===== src/rtl/pfd_pkg.sv =====
// Shared types and constants for the PPM frame decoder with flight-mode select.
// No dependencies; imported by every module of the block.
`timescale 1ns / 1ps
`default_nettype none

package pfd_pkg;

  localparam int unsigned NumChannels = 8;
  localparam int unsigned NumSlots    = NumChannels + 1;
  localparam int unsigned SlotW       = 4;
  localparam int unsigned CountW      = 16;
  localparam int unsigned RegIdxW     = 3;
  localparam int unsigned InDataW     = 24;
  localparam int unsigned OutDataW    = 24;

  localparam logic [SlotW-1:0] SlotNone  = SlotW'(0);
  localparam logic [SlotW-1:0] SlotFirst = SlotW'(1);
  localparam logic [SlotW-1:0] SlotChLast = SlotW'(NumChannels);
  localparam logic [SlotW-1:0] SlotRem   = SlotW'(NumSlots);
  localparam logic [SlotW-1:0] SlotCh6   = SlotW'(6);
  localparam logic [SlotW-1:0] SlotCh7   = SlotW'(7);

  typedef enum logic [RegIdxW-1:0] {
    REG_SYNC_THR = 3'd0,
    REG_LOW_MIN  = 3'd1,
    REG_LOW_MAX  = 3'd2,
    REG_MID_MIN  = 3'd3,
    REG_MID_MAX  = 3'd4
  } reg_idx_e;

  typedef enum logic [1:0] {
    MODE_MANUAL    = 2'd0,
    MODE_STABILIZE = 2'd1,
    MODE_AUTO      = 2'd2,
    MODE_AUTOTUNE  = 2'd3
  } ctrl_mode_e;

  localparam logic [CountW-1:0] SyncThrRst = 16'd3000;
  localparam logic [CountW-1:0] LowMinRst  = 16'd950;
  localparam logic [CountW-1:0] LowMaxRst  = 16'd1050;
  localparam logic [CountW-1:0] MidMinRst  = 16'd1450;
  localparam logic [CountW-1:0] MidMaxRst  = 16'd1550;

  typedef struct packed {
    logic [CountW-1:0] sync_thr;
    logic [CountW-1:0] low_min;
    logic [CountW-1:0] low_max;
    logic [CountW-1:0] mid_min;
    logic [CountW-1:0] mid_max;
  } cfg_t;

  typedef struct packed {
    logic [CountW-1:0] capture_count;
    logic              pin_high;
  } event_t;

  typedef struct packed {
    ctrl_mode_e        ctrl_mode;
    logic              clear_counter;
    logic              resynced;
    logic [CountW-1:0] slot_width;
    logic [SlotW-1:0]  updated_slot;
  } result_t;

endpackage

`default_nettype wire


===== src/rtl/pfd_cfg_regs.sv =====
// Configuration register file: sync threshold and the two switch windows.
// Depends on pfd_pkg.
`timescale 1ns / 1ps
`default_nettype none

module pfd_cfg_regs
  import pfd_pkg::*;
(
  input  wire logic               clk_i,
  input  wire logic               rst_ni,
  input  wire logic               cfg_we_i,
  input  wire logic [RegIdxW-1:0] cfg_idx_i,
  input  wire logic [CountW-1:0]  cfg_wdata_i,
  output cfg_t                    cfg_o
);

  cfg_t cfg_q, cfg_d;

  always_comb begin
    cfg_d = cfg_q;
    if (cfg_we_i) begin
      case (cfg_idx_i)
        REG_SYNC_THR: cfg_d.sync_thr = cfg_wdata_i;
        REG_LOW_MIN:  cfg_d.low_min  = cfg_wdata_i;
        REG_LOW_MAX:  cfg_d.low_max  = cfg_wdata_i;
        REG_MID_MIN:  cfg_d.mid_min  = cfg_wdata_i;
        REG_MID_MAX:  cfg_d.mid_max  = cfg_wdata_i;
        default:      cfg_d = cfg_q;
      endcase
    end
  end

  always_ff @(posedge clk_i or negedge rst_ni) begin
    if (!rst_ni) begin
      cfg_q.sync_thr <= SyncThrRst;
      cfg_q.low_min  <= LowMinRst;
      cfg_q.low_max  <= LowMaxRst;
      cfg_q.mid_min  <= MidMinRst;
      cfg_q.mid_max  <= MidMaxRst;
    end else begin
      cfg_q <= cfg_d;
    end
  end

  assign cfg_o = cfg_q;

endmodule

`default_nettype wire


===== src/rtl/pfd_decode.sv =====
// Frame decoder state (slot index, last capture, channels 6/7) and per-beat
// result logic including flight-mode selection. Depends on pfd_pkg.
`timescale 1ns / 1ps
`default_nettype none

module pfd_decode
  import pfd_pkg::*;
(
  input  wire logic   clk_i,
  input  wire logic   rst_ni,
  input  wire logic   fire_i,
  input  wire event_t evt_i,
  input  wire cfg_t   cfg_i,
  output result_t     res_o
);

  logic [SlotW-1:0]  slot_idx_q, slot_idx_d;
  logic [CountW-1:0] last_q, last_d;
  logic [CountW-1:0] ch6_q, ch6_d;
  logic [CountW-1:0] ch7_q, ch7_d;
  logic [CountW-1:0] width;
  logic              in_chan;
  logic              ch6_low, ch7_low, ch7_mid;

  assign width   = evt_i.capture_count - last_q;
  assign in_chan = (slot_idx_q >= SlotFirst) && (slot_idx_q <= SlotChLast);

  always_comb begin
    slot_idx_d  = slot_idx_q;
    last_d      = last_q;
    ch6_d       = ch6_q;
    ch7_d       = ch7_q;
    res_o.updated_slot  = SlotNone;
    res_o.slot_width    = '0;
    res_o.resynced      = 1'b0;
    res_o.clear_counter = 1'b0;
    if (evt_i.pin_high) begin
      if (in_chan) begin
        res_o.updated_slot = slot_idx_q;
        res_o.slot_width   = width;
        last_d             = evt_i.capture_count;
        if (slot_idx_q == SlotCh6) ch6_d = width;
        if (slot_idx_q == SlotCh7) ch7_d = width;
        if (width > cfg_i.sync_thr) begin
          res_o.resynced = 1'b1;
          slot_idx_d     = SlotFirst;
        end else begin
          slot_idx_d = slot_idx_q + SlotW'(1);
        end
      end else if (slot_idx_q == SlotRem) begin
        res_o.updated_slot  = slot_idx_q;
        res_o.slot_width    = width;
        res_o.clear_counter = 1'b1;
        last_d              = '0;
        slot_idx_d          = SlotFirst;
      end else begin
        last_d     = evt_i.capture_count;
        slot_idx_d = SlotFirst;
      end
    end

    ch6_low = (ch6_d > cfg_i.low_min) && (ch6_d < cfg_i.low_max);
    ch7_low = (ch7_d > cfg_i.low_min) && (ch7_d < cfg_i.low_max);
    ch7_mid = (ch7_d > cfg_i.mid_min) && (ch7_d < cfg_i.mid_max);

    if (ch6_low)      res_o.ctrl_mode = MODE_MANUAL;
    else if (ch7_low) res_o.ctrl_mode = MODE_STABILIZE;
    else if (ch7_mid) res_o.ctrl_mode = MODE_AUTO;
    else              res_o.ctrl_mode = MODE_AUTOTUNE;
  end

  always_ff @(posedge clk_i or negedge rst_ni) begin
    if (!rst_ni) begin
      slot_idx_q <= SlotNone;
      last_q     <= '0;
      ch6_q      <= '0;
      ch7_q      <= '0;
    end else if (fire_i) begin
      slot_idx_q <= slot_idx_d;
      last_q     <= last_d;
      ch6_q      <= ch6_d;
      ch7_q      <= ch7_d;
    end
  end

  a_slot_range: assert property (@(posedge clk_i) disable iff (!rst_ni)
    slot_idx_q <= SlotRem)
    else $error("slot index beyond remainder slot");

  a_clr_zeroes_last: assert property (@(posedge clk_i) disable iff (!rst_ni)
    fire_i && res_o.clear_counter |=> last_q == '0 && slot_idx_q == SlotFirst)
    else $error("remainder slot did not restart frame");

  a_resync_restart: assert property (@(posedge clk_i) disable iff (!rst_ni)
    fire_i && res_o.resynced |=> slot_idx_q == SlotFirst)
    else $error("resync did not restart frame");

  a_low_no_update: assert property (@(posedge clk_i) disable iff (!rst_ni)
    fire_i && !evt_i.pin_high |=> $stable(slot_idx_q) && $stable(last_q))
    else $error("low pin level changed decoder state");

endmodule

`default_nettype wire


===== src/rtl/ppm_frame_decoder_mode_select.sv =====
// Top level of the PPM frame decoder: input register, decoder, result register.
// Depends on pfd_pkg, pfd_cfg_regs and pfd_decode.
`timescale 1ns / 1ps
`default_nettype none

// Decodes a PPM capture stream into channel slot widths and a flight mode.
// Every accepted beat yields exactly one result beat. One beat per clock is
// sustained while the output is not stalled by m_axis_tready; a beat lands
// in the input register, then the decoder updates its state and loads the
// result register once the output can take it. The decoder's state update
// per beat sets the rate. Configuration writes take effect on the next clock
// and must be issued while no beat is in flight.

module ppm_frame_decoder_mode_select
  import pfd_pkg::*;
(
  input  wire logic                clk_i,
  input  wire logic                rst_ni,
  input  wire logic                cfg_we_i,
  input  wire logic [RegIdxW-1:0]  cfg_idx_i,
  input  wire logic [CountW-1:0]   cfg_wdata_i,
  input  wire logic                s_axis_tvalid,
  output logic                     s_axis_tready,
  // [15:0] capture_count, [16] pin_high, [23:17] zero
  input  wire logic [InDataW-1:0]  s_axis_tdata,
  output logic                     m_axis_tvalid,
  input  wire logic                m_axis_tready,
  // [3:0] updated_slot, [19:4] slot_width, [20] resynced,
  // [21] clear_counter, [23:22] ctrl_mode
  output logic [OutDataW-1:0]      m_axis_tdata
);

  cfg_t    cfg;
  event_t  in_q;
  logic    in_valid_q;
  result_t res;
  result_t out_q;
  logic    out_valid_q;
  logic    advance;

  assign advance       = in_valid_q && (!out_valid_q || m_axis_tready);
  assign s_axis_tready = !in_valid_q || advance;

  pfd_cfg_regs u_cfg (
    .clk_i,
    .rst_ni,
    .cfg_we_i,
    .cfg_idx_i,
    .cfg_wdata_i,
    .cfg_o (cfg)
  );

  pfd_decode u_dec (
    .clk_i,
    .rst_ni,
    .fire_i (advance),
    .evt_i  (in_q),
    .cfg_i  (cfg),
    .res_o  (res)
  );

  always_ff @(posedge clk_i or negedge rst_ni) begin
    if (!rst_ni) begin
      in_valid_q  <= 1'b0;
      out_valid_q <= 1'b0;
    end else begin
      if (s_axis_tready) in_valid_q <= s_axis_tvalid;
      if (advance) out_valid_q <= 1'b1;
      else if (m_axis_tready) out_valid_q <= 1'b0;
    end
  end

  always_ff @(posedge clk_i) begin
    if (s_axis_tvalid && s_axis_tready) begin
      in_q.capture_count <= s_axis_tdata[CountW-1:0];
      in_q.pin_high      <= s_axis_tdata[CountW];
    end
    if (advance) out_q <= res;
  end

  assign m_axis_tvalid = out_valid_q;
  assign m_axis_tdata  = out_q;

endmodule

`default_nettype wire

===== config.mk =====
export PLATFORM = sky130hd
export DESIGN_NAME = ppm_frame_decoder_mode_select
export DESIGN_NICKNAME = d
export VERILOG_FILES = /design/src/rtl/pfd_pkg.sv /design/src/rtl/pfd_cfg_regs.sv /design/src/rtl/pfd_decode.sv /design/src/rtl/ppm_frame_decoder_mode_select.sv
export SDC_FILE = /design/constraint.sdc
export NUM_CORES = 1
export LEC_CHECK = 0
export BUFFER_PORTS_ARGS = -buffer_cell sky130_fd_sc_hd__buf_2
export CAP_MARGIN = 5
export CELL_PAD_IN_SITES_DETAIL_PLACEMENT = 0
export CELL_PAD_IN_SITES_GLOBAL_PLACEMENT = 1
export CORE_ASPECT_RATIO = 1.75
export CORE_MARGIN = 5
export CORE_UTILIZATION = 35
export DETAILED_ROUTE_END_ITERATION = 12
export GPL_TIMING_DRIVEN = 0
export HOLD_SLACK_MARGIN = 0.15
export PLACE_DENSITY = 0.63
export SYNTH_ARGS = -nofsm -noshare
export SYNTH_HDL_FRONTEND = slang
export SYNTH_HIERARCHICAL = 1
export SYNTH_SLANG_ARGS = --single-unit

===== constraint.sdc =====
create_clock -name clk_i -period 6.4 [get_ports clk_i]
set_input_delay 0.32 -clock clk_i [delete_from_list [all_inputs] [get_ports clk_i]]
set_output_delay 0.32 -clock clk_i [all_outputs]
set_load 0.01 [all_outputs]

Yosys cells after proc, flatten, opt, wreduce, memory -nomap -nowiden
Index checks and enable logic that the tools add are counted.
{"block": "word_totals", "reg_bits": 175, "latchBits": 0, "mem_bits_rw": 0, "romBits": 0, "inputBits": 48, "wordCells": 77, "mem_count": 0}
{"block": "op_classes", "n_addsub": 2, "mul": 0, "div_mod_pow": 0, "n_lt_le_gt_ge": 9, "eq_ne": 7, "shifts": 0, "mux": 18, "n_bitwise": 1, "n_reduce_logical": 21}
{"op": "$mux W16", "count": 8}
{"op": "$gt A16 B16 Y1", "count": 4}
{"op": "$lt A16 B16 Y1", "count": 3}
{"op": "$mux W20", "count": 2}
{"op": "$sub A16 B16 Y16", "count": 1}
{"op": "$reduce_and A2 Y1", "count": 7}
{"op": "$eq A4 B3 Y1 const B", "count": 2}
{"op": "$mux W4", "count": 2}
{"op": "$eq A3 B2 Y1 const B", "count": 2}
{"op": "$logic_and A1 B1 Y1", "count": 6}
{"op": "$mux W1", "count": 6}
{"op": "$add A4 B1 Y4 const B", "count": 1}
{"op": "$eq A4 B4 Y1 const B", "count": 1}
{"op": "$ge A4 B1 Y1 const B", "count": 1}
{"op": "$le A4 B4 Y1 const B", "count": 1}
{"op": "$reduce_or A2 Y1", "count": 2}
{"op": "$eq A3 B1 Y1 const B", "count": 1}
{"op": "$eq A3 B3 Y1 const B", "count": 1}
{"op": "$logic_not A3 Y1", "count": 1}
{"op": "$logic_not A1 Y1", "count": 2}
{"op": "$logic_or A1 B1 Y1", "count": 2}
{"op": "$reduce_bool A2 Y1", "count": 1}
{"op": "$not A1 Y1", "count": 1}

Depth between registers and ports, before layout
Gate-level depths: netlist of run 1.
{"block": "logic_depth", "word_depth": 8, "ltp_mapped": 17, "depth_no_buf": 17}

Hierarchy
Netlist of run 1, hierarchy kept.
{"module": "pfd_decode", "instances": 1, "cells_per_inst": 755, "area_each_um2": 5965.7, "seq_area_each_um2": 1301.2}
{"module": "pfd_cfg_regs", "instances": 1, "cells_per_inst": 173, "area_each_um2": 3086.7, "seq_area_each_um2": 2038.2}
{"module": "ppm_frame_decoder_mode_select", "instances": 1, "cells_per_inst": 49, "area_each_um2": 1335.0, "seq_area_each_um2": 1281.2}

Least setup slack after synthesis of run 1
OpenSTA, ideal clock, no wires.
{"block": "synth_timing", "path_type": "register to register", "startpoint": "register in_q[1] in the netlist's numbering", "endpoint": "register out_q, in the netlist m_axis_tdata[23] (data pin)", "setup_ns": 0.269, "arrival_ns": 3.644, "required_time_ns": 6.131, "path_slack_ns": 2.488, "path_stages_with_launch": 17, "cell_sequence": "edfxtp_1 > inv_1 > ha_1 > inv_1 > fa_1 > a211oi_1 > nor3_1 > o41ai_2 > o21ai_2 > mux2i_2 > a31oi_1 > ha_1 > and4_1 > a221oi_1 > nand3_1 > a211o_1 > a21boi_0"}
{"block": "synth_via", "elab_chain_len": 7, "elab_cells_between_ends": 14, "cone_classes": "1 x add/sub; 4 x order compare; 6 x mux; 3 x reduce/logical"}
{"item": "start, declared", "line_no": "ppm_frame_decoder_mode_select.sv:34", "text": "event_t in_q;"}
{"item": "$sub A16 B16 Y16 (*)", "line_no": "pfd_decode.sv:25", "text": "assign width = evt_i.capture_count - last_q;"}
{"item": "$mux W16 (*)", "line_no": "pfd_decode.sv:43", "text": "if (slot_idx_q == SlotCh7) ch7_d = width;"}
{"item": "$mux W16 (*)", "line_no": "pfd_decode.sv:38", "text": "if (in_chan) begin"}
{"item": "$mux W16 (*)", "line_no": "pfd_decode.sv:37", "text": "if (evt_i.pin_high) begin"}
{"item": "net u_dec.ch7_d[14]", "line_no": "pfd_decode.sv:20", "text": "logic [CountW-1:0] ch7_q, ch7_d;"}
{"item": "$gt A16 B16 Y1 or $lt A16 B16 Y1 (tied branches)", "line_no": "pfd_decode.sv:63", "text": "ch7_low = (ch7_d > cfg_i.low_min) && (ch7_d < cfg_i.low_max);"}
{"item": "$logic_and A1 B1 Y1 (*)", "line_no": "pfd_decode.sv:63"}
{"item": "$reduce_or A2 Y1 (no source line) (*)"}
{"item": "end signal, assigned", "line_no": "ppm_frame_decoder_mode_select.sv:78", "text": "if (advance) out_q <= res;"}
{"item": "end, declared", "line_no": "ppm_frame_decoder_mode_select.sv:37", "text": "result_t out_q;"}
The timed path passes the listed nets; every way through them passes the cells marked *.
A chain may end at the register's enable or synchronous reset.

Final worst setup path of run 1
{"block": "layout_timing", "startpoint": "register in_q[1] in the netlist's numbering", "endpoint": "register u_dec.slot_idx_q[3]"}
{"block": "layout_via", "elab_chain_len": 4}
{"item": "$sub A16 B16 Y16", "line_no": "pfd_decode.sv:25"}
{"item": "$gt A16 B16 Y1", "line_no": "pfd_decode.sv:44", "text": "if (width > cfg_i.sync_thr) begin"}
{"item": "$mux W4", "line_no": "pfd_decode.sv:44"}
{"item": "$mux W4", "line_no": "pfd_decode.sv:38"}
{"item": "end signal, assigned", "line_no": "pfd_decode.sv:74", "text": "slot_idx_q <= SlotNone;"}
{"item": "end signal, assigned", "line_no": "pfd_decode.sv:79", "text": "slot_idx_q <= slot_idx_d;"}
{"item": "end, declared", "line_no": "pfd_decode.sv:17", "text": "logic [SlotW-1:0] slot_idx_q, slot_idx_d;"}
Every way passes these cells.

==> flow_summary.toml, run 1 <==
[outcome]
status = "finished, final reports clean"

[cells_and_area]
synthToLayoutAreaGrowth_pct = 16.2
final-instance-count-excl-fill = 1480
fin_area_mm2 = 0.0121
nNetsFinal = 1262
num_antenna_cells = 0
drive_gt1_frac = 0.213

[route]
routedWlPerCell_um = 18.5
drt-pass1-iter-count = 6
via_per_inst = 5.04
vias = 7465
routed_wl_mm = 27.3
drt_iter0_drc = 299
drtAntennaViolNets = 0
drc = 0

[floorplan]
dieArea_mm2 = 0.0334
die_h_um = 238
core_mm2 = 0.0293
rows = 83
die_w_um = 140
start_util = 0.355
ios = 74

[run]
cap_violations = 0

[grt]
antenna_found_initial = 0
met2_usage = 0.341
grt_usage = 0.168
grt_max_degree = 87
top_usage_layer = "met2"
gr-total-overflow = 0
grt_pass1_wl_mm = 42.7
grtUsageMet1 = 0.160
first_global_vias = 7875
use_met3 = 0.0281

[logic_synthesis]
ys_top_cells_by_count = "ha_1 (128), inv_1 (115), dfrtp_1 (105), mux2_2 (83), nand2_1 (77)"
avgSynthCellArea_um2 = 10.6
synth-edff-count = 41
syn-num-nets = 1154
yosysTopAreaCellShare = 0.253
yosys_register_bits = 175
synth_cell_type_count = 65
yosysWarningCount = 6
async_flop_share = 0.766
syn_inst = 977
yosysTopAreaCell = "dfrtp_1"
seq_area_frac_synth = 0.445
ys_top_cells_by_area = "dfrtp_1 (25%), ha_1 (15%), edfxtp_1 (12%), mux2_2 (9.0%), dfstp_2 (7.3%)"
netlist_area_mm2 = 0.0104
synth_ff_type = "dfrtp_1"
yosysMostFrequentCell = "ha_1"

[power_and_ir_drop]
power.density_mw_per_mm2 = 401
ir_drop_mv = 0.209
p_leak_nw = 5.66
power_mw = 4.84

[sta]
fmax_mhz = 172
relSlewSlack = 0.415
report.final.slew_viol_count = 0
period_share = 0.910
finalClockSkew_ps = 8.07
finalSetupViolCount = 0
tightest_slew_ps = 868
hold_slack_ps = 179
min_period_ps = 5820
finalHoldViolations = 0
tns_ps = 0
grt_setup_unrepaired = "no"

[setup_path]
cp-start-kind = "flip-flop"
cp.required_ps = 6740
path_max_fanout = 6
path_class = "reg -> reg"
cp.arrival_ps = 6160
cp-end-kind = "flip-flop"

[cts]
cts-root-buf = "clkbuf_16"
worstSkewPairLatency_ps = 450
cts_tree = "done"
clockBufferDepth = 2
clock-sinks = 175
htree_levels = 4
cts_buffers = 17
ctsResizeCount = 0
path_clk_slew_ps = 70

[placed_design]
dpl_cell_area_mm2 = 0.0112
dp_hpwl_mm = 21.9
place.gp.congestion = 0.853
port_buffers = 66
dp.cells = 1426

[min_path]
hold_class = "in -> reg"
==> placed cells by master, fill, tap and decap left out, types with 5 or more instances in the layout <==
master,synthesis,final
a22o_1,18,18
clkbuf_16,0,18
mux2_2,83,83
edfxtp_1,41,41
xor2_1,6,6
nand2_1,77,77
a211oi_1,12,12
nor2b_1,6,6
clkbuf_1,16,18
nor2_1,60,60
inv_1,115,115
nand3_1,11,11
a21oi_1,33,33
o21ai_0,75,75
buf_2,3,68
buf_6,5,6
and3_1,5,5
nand2b_1,7,7
ha_1,128,128
dfrtp_1,105,105
nand4_1,13,13
dlygate4sd3_1,0,21
dfstp_2,29,29
o211ai_1,7,7
nor3_1,12,12
xnor2_1,7,7
a31oi_1,9,9
a21o_1,12,12
o21a_1,14,14
==> routing by layer <==
metal	wire length, um	share of wire
met4	1040	0.038
met5	0	0
met3	540	0.020
met2	15900	0.58
met1	9810	0.36
==> path summary, 6_finish.rpt <==
kind	start	endpoint	cells past startpoint	slack, ps
setup / recovery	in_q[1]	u_dec/slot_idx_q[3]	17	580
hold / removal	cfg_wdata_i[3]	u_cfg/cfg_o[35]	2	180
setup reg to reg	in_q[1]	u_dec/slot_idx_q[3]	17	580
hold reg to reg	u_dec/ch6_q[6]	u_dec/ch6_q[6]	2	480
max in group asynchronous	rst_ni	u_cfg/cfg_o[49]	3	5140
min in group asynchronous	rst_ni	u_cfg/cfg_o[25]	2	390
==> report_power, final <==
part           internal, mW  switching, mW  total (mW)
logic                 0.854           1.32        2.17
registers              1.46          0.129        1.59
clock network         0.640          0.440        1.08
total                  2.96           1.88        4.84
==> per-stage QoR <==
step / setup WS (ps) / utilization
floorplan: 2490 / -
global placement: 434 / 0.382
detailed placement: 484 / 0.383
CTS: 477 / 0.412
global route: 191 / 0.412
finish: 575 / 0.412
==> timing repair <==
item                                    CTS  global route
endpoints found under the setup margin    0             0
buffers inserted                          0             0
hold endpoints to repair                 59             0
hold buffers                             21             0
==> area by class of cell <==
type / instances / area, um2
buffer: 27 / 154
clock buffer: 24 / 513
clock inverter: 8 / 101
fill: 2955 / 17200
inverter: 115 / 432
multi-input combinational: 660 / 5180
sequential: 175 / 4620
tap: 382 / 478
timing repair buffer: 89 / 589
==> cells by family after synthesis <==
group,synth area share
AO/OA/AOI/OAI,0.132
flip-flops,0.445
XOR/XNOR,0.0110
buffers and inverters,0.0564
adder cells (fa/ha/maj),0.156
AND/OR/NAND/NOR,0.105
multiplexers,0.0946
==> flip-flops by register name, summed over array words and instances (netlist names) <==
signal            cells
u_cfg/cfg_o          80
in_q                 17
in_valid_q            1
m_axis_tvalid         1
m_axis_tdata         24
u_dec/last_q         16
u_dec/slot_idx_q      4
u_dec/ch6_q          16
u_dec/ch7_q          16
==> critical path, cell delays in order, from the launching register on <==
cell	delay [ps]
edfxtp_1	390
inv_1	70
ha_1	160
inv_1	50
fa_1	430
a211oi_1	380
nor3_1	180
o41ai_2	500
o21ai_2	170
xnor2_1	600
inv_1	100
ha_1	340
nand2_1	80
nor4_1	670
o21ai_0	310
a41oi_1	740
nor2_1	190
a221o_1	330
Power figures use the tool's default switching activity.
==> inputs of run 2 (changes only) <==
- PLACE_DENSITY: 0.63 -> not set
- PLACE_DENSITY_LB_ADDON: not set -> 0.1
==> run 2 against run 1 <==
Fmax up 2.3%. Worst setup slack gained 130 ps. Critical path depth did not move.
==> flow_summary.toml, run 2 (synthesis gave the netlist of run 1 again) <==
[route]
via_per_inst = 4.99
drt-pass1-iter-count = 4
drc = 0
drt_iter0_drc = 350
drtAntennaViolNets = 0
routed_wl_mm = 27.9
routedWlPerCell_um = 18.9
vias = 7389

[min_path]
holdPathStages = 2
hp-start = "cfg_wdata_i[10]"
hold_class = "in -> reg"
hold_end = "u_cfg/cfg_o[58]"

[grt]
grt_pass1_wl_mm = 43.7
grt_max_degree = 86
first_global_vias = 7811
gr-total-overflow = 0
antenna_found_initial = 0
grt_usage = 0.173

[sta]
finalHoldViolations = 0
tns_ps = 0
relSlewSlack = 0.282
report.final.slew_viol_count = 0
finalClockSkew_ps = 11.1
finalSetupViolCount = 0
min_period_ps = 5690
period_share = 0.890
grt_setup_unrepaired = "no"
fmax_mhz = 176
tightest_slew_ps = 1070

[cts]
path_clk_slew_ps = 70
cts_tree = "done"
clockBufferDepth = 2
clock-sinks = 175
cts_buffers = 17
worstSkewPairLatency_ps = 450
cts-root-buf = "clkbuf_16"
htree_levels = 4

[floorplan]
start_util = 0.355
rows = 83
core_mm2 = 0.0293
ios = 74
die_h_um = 238
dieArea_mm2 = 0.0334
die_w_um = 140

[setup_path]
cp-end-kind = "flip-flop"
cp.required_ps = 6730
path_class = "reg -> reg"
cp.arrival_ps = 6030
reg2reg_depth = 17
reg2reg_to = "u_dec/slot_idx_q[3]"
rrSetupSlack_ps = 710
r2r_start = "in_q[1]"
cp-start-kind = "flip-flop"
path_max_fanout = 6

[power_and_ir_drop]
ir_drop_mv = 0.203
power_mw = 4.90
power.density_mw_per_mm2 = 405
p_leak_nw = 5.67

[run]
cap_violations = 0

[placed_design]
dp_hpwl_mm = 22.4
place.gp.congestion = 0.858
port_buffers = 66

[cells_and_area]
mostFrequentLayoutCell = "ha_1"
largest_reg_flops = 80
synthToLayoutAreaGrowth_pct = 16.5
num_antenna_cells = 0
nNetsFinal = 1262
utilization = 0.413
drive_gt1_frac = 0.211
layout_common_cells = "ha_1 (128), inv_1 (115), dfrtp_1 (105), mux2_2 (83), nand2_1 (77)"

[outcome]
status = "finished, final reports clean"
==> run 2: changes by cell type in the layout (fill, tap and decap cells not counted), sizes merged <==
cell and change:
clkbuf -4, bufinv +3, clkinv +2, inv -1
==> run 2: final cells by class <==
type / count / area, um2
repair buffers: 89 / 602
fillers: 2874 / 17200
well taps: 382 / 478
flip-flops and latches: 175 / 4620
inverters: 115 / 432
plain buffers: 27 / 154
clock inverters: 12 / 194
multi-input cells: 660 / 5180
clock buffers: 20 / 437
==> run 2: power breakdown <==
group / internal (mW) / switching, mW
combinational: 0.854 / 1.31
clock: 0.690 / 0.454
sequential: 1.46 / 0.126
total: 3.01 / 1.89
==> run 2: timing repair <==
action,CTS,global route
endpoints found under the hold margin,57,0
setup buffers,0,0
hold buffers,21,0
resized for setup,0,0
==> run 2: worst max path at each step <==
stage / startpoint / to / slack [ps] / cells after the start
after CTS: in_q[1] / u_dec/slot_idx_q[3] / 480 / 17
after global routing: in_q[1] / u_dec/slot_idx_q[3] / 290 / 17
final: in_q[1] / u_dec/slot_idx_q[3] / 710 / 17
after detailed placement: in_q[1] / u_dec/slot_idx_q[3] / 490 / 17
after global placement: in_q[1] / u_dec/slot_idx_q[3] / 510 / 17
after floorplan: in_q[1] / m_axis_tdata[23] / 2490 / 16
==> run 2: worst max-delay path, cell delays in order (launching register included) <==
cell	delay, ps
edfxtp_1	380
inv_1	70
ha_1	160
inv_1	50
fa_1	420
a211oi_1	370
nor3_1	160
o41ai_2	470
o21ai_2	160
xnor2_1	490
inv_1	90
ha_1	320
nand2_1	90
nor4_1	780
o21ai_0	360
a41oi_1	680
nor2_1	200
a221o_1	320
==> run 2: per-layer routing <==
layer / vias to the layer above / track usage / part of all wire
li1: 3718 / - / -
met1: 3544 / 0.176 / 0.37
met2: 91 / 0.345 / 0.58
met3: 36 / 0.0287 / 0.022
met4: 0 / 0.0676 / 0.029
met5: - / 0 / 0
==> run 2: metrics by stage <==
step / hold WS, ps / std cells / worst slack [ps] / cell area, um2
2_1_floorplan: 24.4 / 977 / 2490 / 10400
3_3_place_gp: 461 / 1425 / 513 / 11200
3_5_place_dp: 308 / 1427 / 486 / 11300
4_1_cts: 157 / 1480 / 482 / 12100
5_1_grt: 163 / 1480 / 291 / 12100
6_report: 178 / 1480 / 705 / 12100
==> inputs of run 3 (changes only) <==
- CTS_CLUSTER_DIAMETER: not set -> 40
- SYNTH_HIERARCHICAL: 1 -> not set
==> run 3 against run 2 <==
Global-route usage increased by 0.87 points. Core utilization rose by 0.31 points. Sequential power decreased by 4%. Hold slack improved by 4.5 ps. Via count rose by 3.7%. Critical path type unchanged. Largest cell class unchanged. Register-to-register slack better by 560 ps.
==> flow_summary.toml, run 3 <==
[floorplan]
rows = 82
core_mm2 = 0.0286
die_h_um = 235
ios = 74
start_util = 0.355
dieArea_mm2 = 0.0326
die_w_um = 139

[grt]
grt_max_degree = 88
first_global_vias = 8026
grt_pass1_wl_mm = 45.3
grt_usage = 0.182
gr-total-overflow = 0
antenna_found_initial = 0

[placed_design]
dpl_cell_area_mm2 = 0.0110
port_buffers = 66
dp.cells = 1494
dp_hpwl_mm = 23.1
place.gp.congestion = 0.799

[cts]
htree_levels = 4
ctsResizeCount = 0
worstSkewPairLatency_ps = 450
clock-sinks = 175
clockBufferDepth = 2
cts-root-buf = "clkbuf_16"
cts_buffers = 17
path_clk_slew_ps = 70
cts_tree = "done"

[route]
drt_iter0_drc = 258
drt-pass1-iter-count = 4
routedWlPerCell_um = 18.5
drc = 0
via_per_inst = 4.92
vias = 7664
drtAntennaViolNets = 0
routed_wl_mm = 28.8

[logic_synthesis]
avgSynthCellArea_um2 = 9.68
ys_top_cells_by_area = "dfrtp_1 (26%), ha_1 (16%), edfxtp_1 (12%), dfstp_2 (7.5%), o21ai_0 (6.6%)"
seq_area_frac_synth = 0.455
yosysWarningCount = 0
yosys_register_bits = 175
async_flop_share = 0.766
synth-edff-count = 41
syn-num-nets = 1226
yosysMostFrequentCell = "nand2_1"
synth_ff_type = "dfrtp_1"
yosysTopAreaCellShare = 0.259
ys_top_cells_by_count = "nand2_1 (154), o21ai_0 (134), ha_1 (128), inv_1 (114), dfrtp_1 (105)"
synth_cell_type_count = 61
syn_inst = 1049
yosysTopAreaCell = "dfrtp_1"
netlist_area_mm2 = 0.0102

[run]
cap_violations = 0

[setup_path]
reg2reg_depth = 19
r2r_start = "in_q[1]"
cp-start-kind = "flip-flop"
reg2reg_to = "m_axis_tdata[22]"
cp.arrival_ps = 5320
rrSetupSlack_ps = 1260
cp-end-kind = "flip-flop"
path_class = "reg -> reg"
cp.required_ps = 6580
path_max_fanout = 6

[cells_and_area]
largest_reg_flops = 80
mostFrequentLayoutCell = "nand2_1"
nNetsFinal = 1344
fin_area_mm2 = 0.0119
num_antenna_cells = 0
final-instance-count-excl-fill = 1558
fillers = 2851
drive_gt1_frac = 0.138
utilization = 0.416
layout_common_cells = "nand2_1 (154), o21ai_0 (134), ha_1 (128), inv_1 (114), dfrtp_1 (105)"
synthToLayoutAreaGrowth_pct = 17.4

[sta]
fmax_mhz = 195
tightest_slew_ps = 1000
finalHoldViolations = 0
min_period_ps = 5140
relSlewSlack = 0.324
finalClockSkew_ps = 8.74
finalSetupViolCount = 0
grt_setup_unrepaired = "no"
period_share = 0.803
report.final.slew_viol_count = 0
tns_ps = 0

[power_and_ir_drop]
ir_drop_mv = 0.201
p_leak_nw = 5.57
power.density_mw_per_mm2 = 378

[min_path]
hold_end = "u_cfg.cfg_o[35]"
holdPathStages = 3
hp-start = "cfg_wdata_i[3]"
hold_class = "in -> reg"

[outcome]
status = "finished, final reports clean"
[run 3: cell count changes after synthesis, sizes merged, moves of 8 or more]
cell	delta
clkbuf	+14
a22o	-16
nor2	-24
a31oi	-8
a21o	+15
o21ai	+66
nand3	+14
nand2	+77
mux2	-55
buf	-8
nor2b	+13
[run 3: report_power, final]
group          internal [mW]  leakage [nW]  total [mW]  switching (mW)
Clock                  0.647         0.288        1.10           0.455
Sequential              1.43          2.04        1.52          0.0862
Combinational          0.716          3.24        1.88            1.17
[run 3: through the flow]
stage	setup WS (ps)	hold slack [ps]	power (mW)
global route	953	186	4.88
global placement	1280	457	3.43
floorplan	2370	24.4	2.81
detailed placement	1280	300	3.45
CTS	1260	157	4.60
finish	1260	183	4.50
[run 3: how the worst max path moves through the flow]
stage	start	to	slack, ps	cells past startpoint
after floorplan	in_q[1]	m_axis_tdata[22]	2370	16
after global placement	in_q[1]	u_dec.slot_idx_q[2]	1280	18
after detailed placement	in_q[1]	u_dec.slot_idx_q[2]	1280	18
after CTS	in_q[1]	u_dec.slot_idx_q[2]	1260	18
after global routing	in_q[1]	m_axis_tdata[22]	950	19
final	in_q[1]	m_axis_tdata[22]	1260	19
[run 3: cells by family after synthesis]
| group | synth area share |
|---|---|
| adders and majority gates | 0.160 |
| xor gates and xnor gates | 0.0110 |
| DFF | 0.455 |
| AOI/OAI and AO/OA | 0.149 |
| and+or+nand+nor | 0.138 |
| muxes | 0.0320 |
| buffers and inverters | 0.0545 |
[run 3: per-layer routing]
| layer | vias to the layer above | track usage | share of wire |
|---|---|---|---|
| met1 | 3649 | 0.189 | 0.37 |
| met2 | 89 | 0.355 | 0.57 |
| met4 | 0 | 0.0843 | 0.039 |
| li1 | 3880 | - | - |
| met5 | - | 0 | 0 |
| met3 | 46 | 0.0254 | 0.019 |
[run 3: critical path: stages (launching register included)]
cell and delay, ps:
edfxtp_1 350, inv_1 50, ha_1 220, fa_1 410, nor2b_1 180, o31a_1 200, o211ai_1 140, a21o_1 240
a31oi_1 320, nor3_1 110, a311oi_2 490, o21ai_0 390, ha_1 420, nand4_1 160, nor3_1 420, a22oi_1 190
and3_1 210, o2111ai_1 100, a31o_1 160, a41oi_1 100
[run 3: area by class of cell]
class | count | area [um2] | share of cell area
Clock buffer | 19 | 433 | 0.0363
Timing Repair Buffer | 99 | 684 | 0.0575
Sequential cell | 175 | 4620 | 0.388
Buffer | 33 | 126 | 0.0106
Tap cell | 378 | 473 | 0.0397
Inverter | 114 | 428 | 0.0359
Multi-Input combinational cell | 727 | 4980 | 0.418
Clock inverter | 13 | 170 | 0.0143
[run 3: what timing repair did]
item,4_1_cts,5_1_grt
endpoints found under the hold margin,79,0
setup buffers,0,0
setup endpoints to repair,0,0
hold buffers,32,0
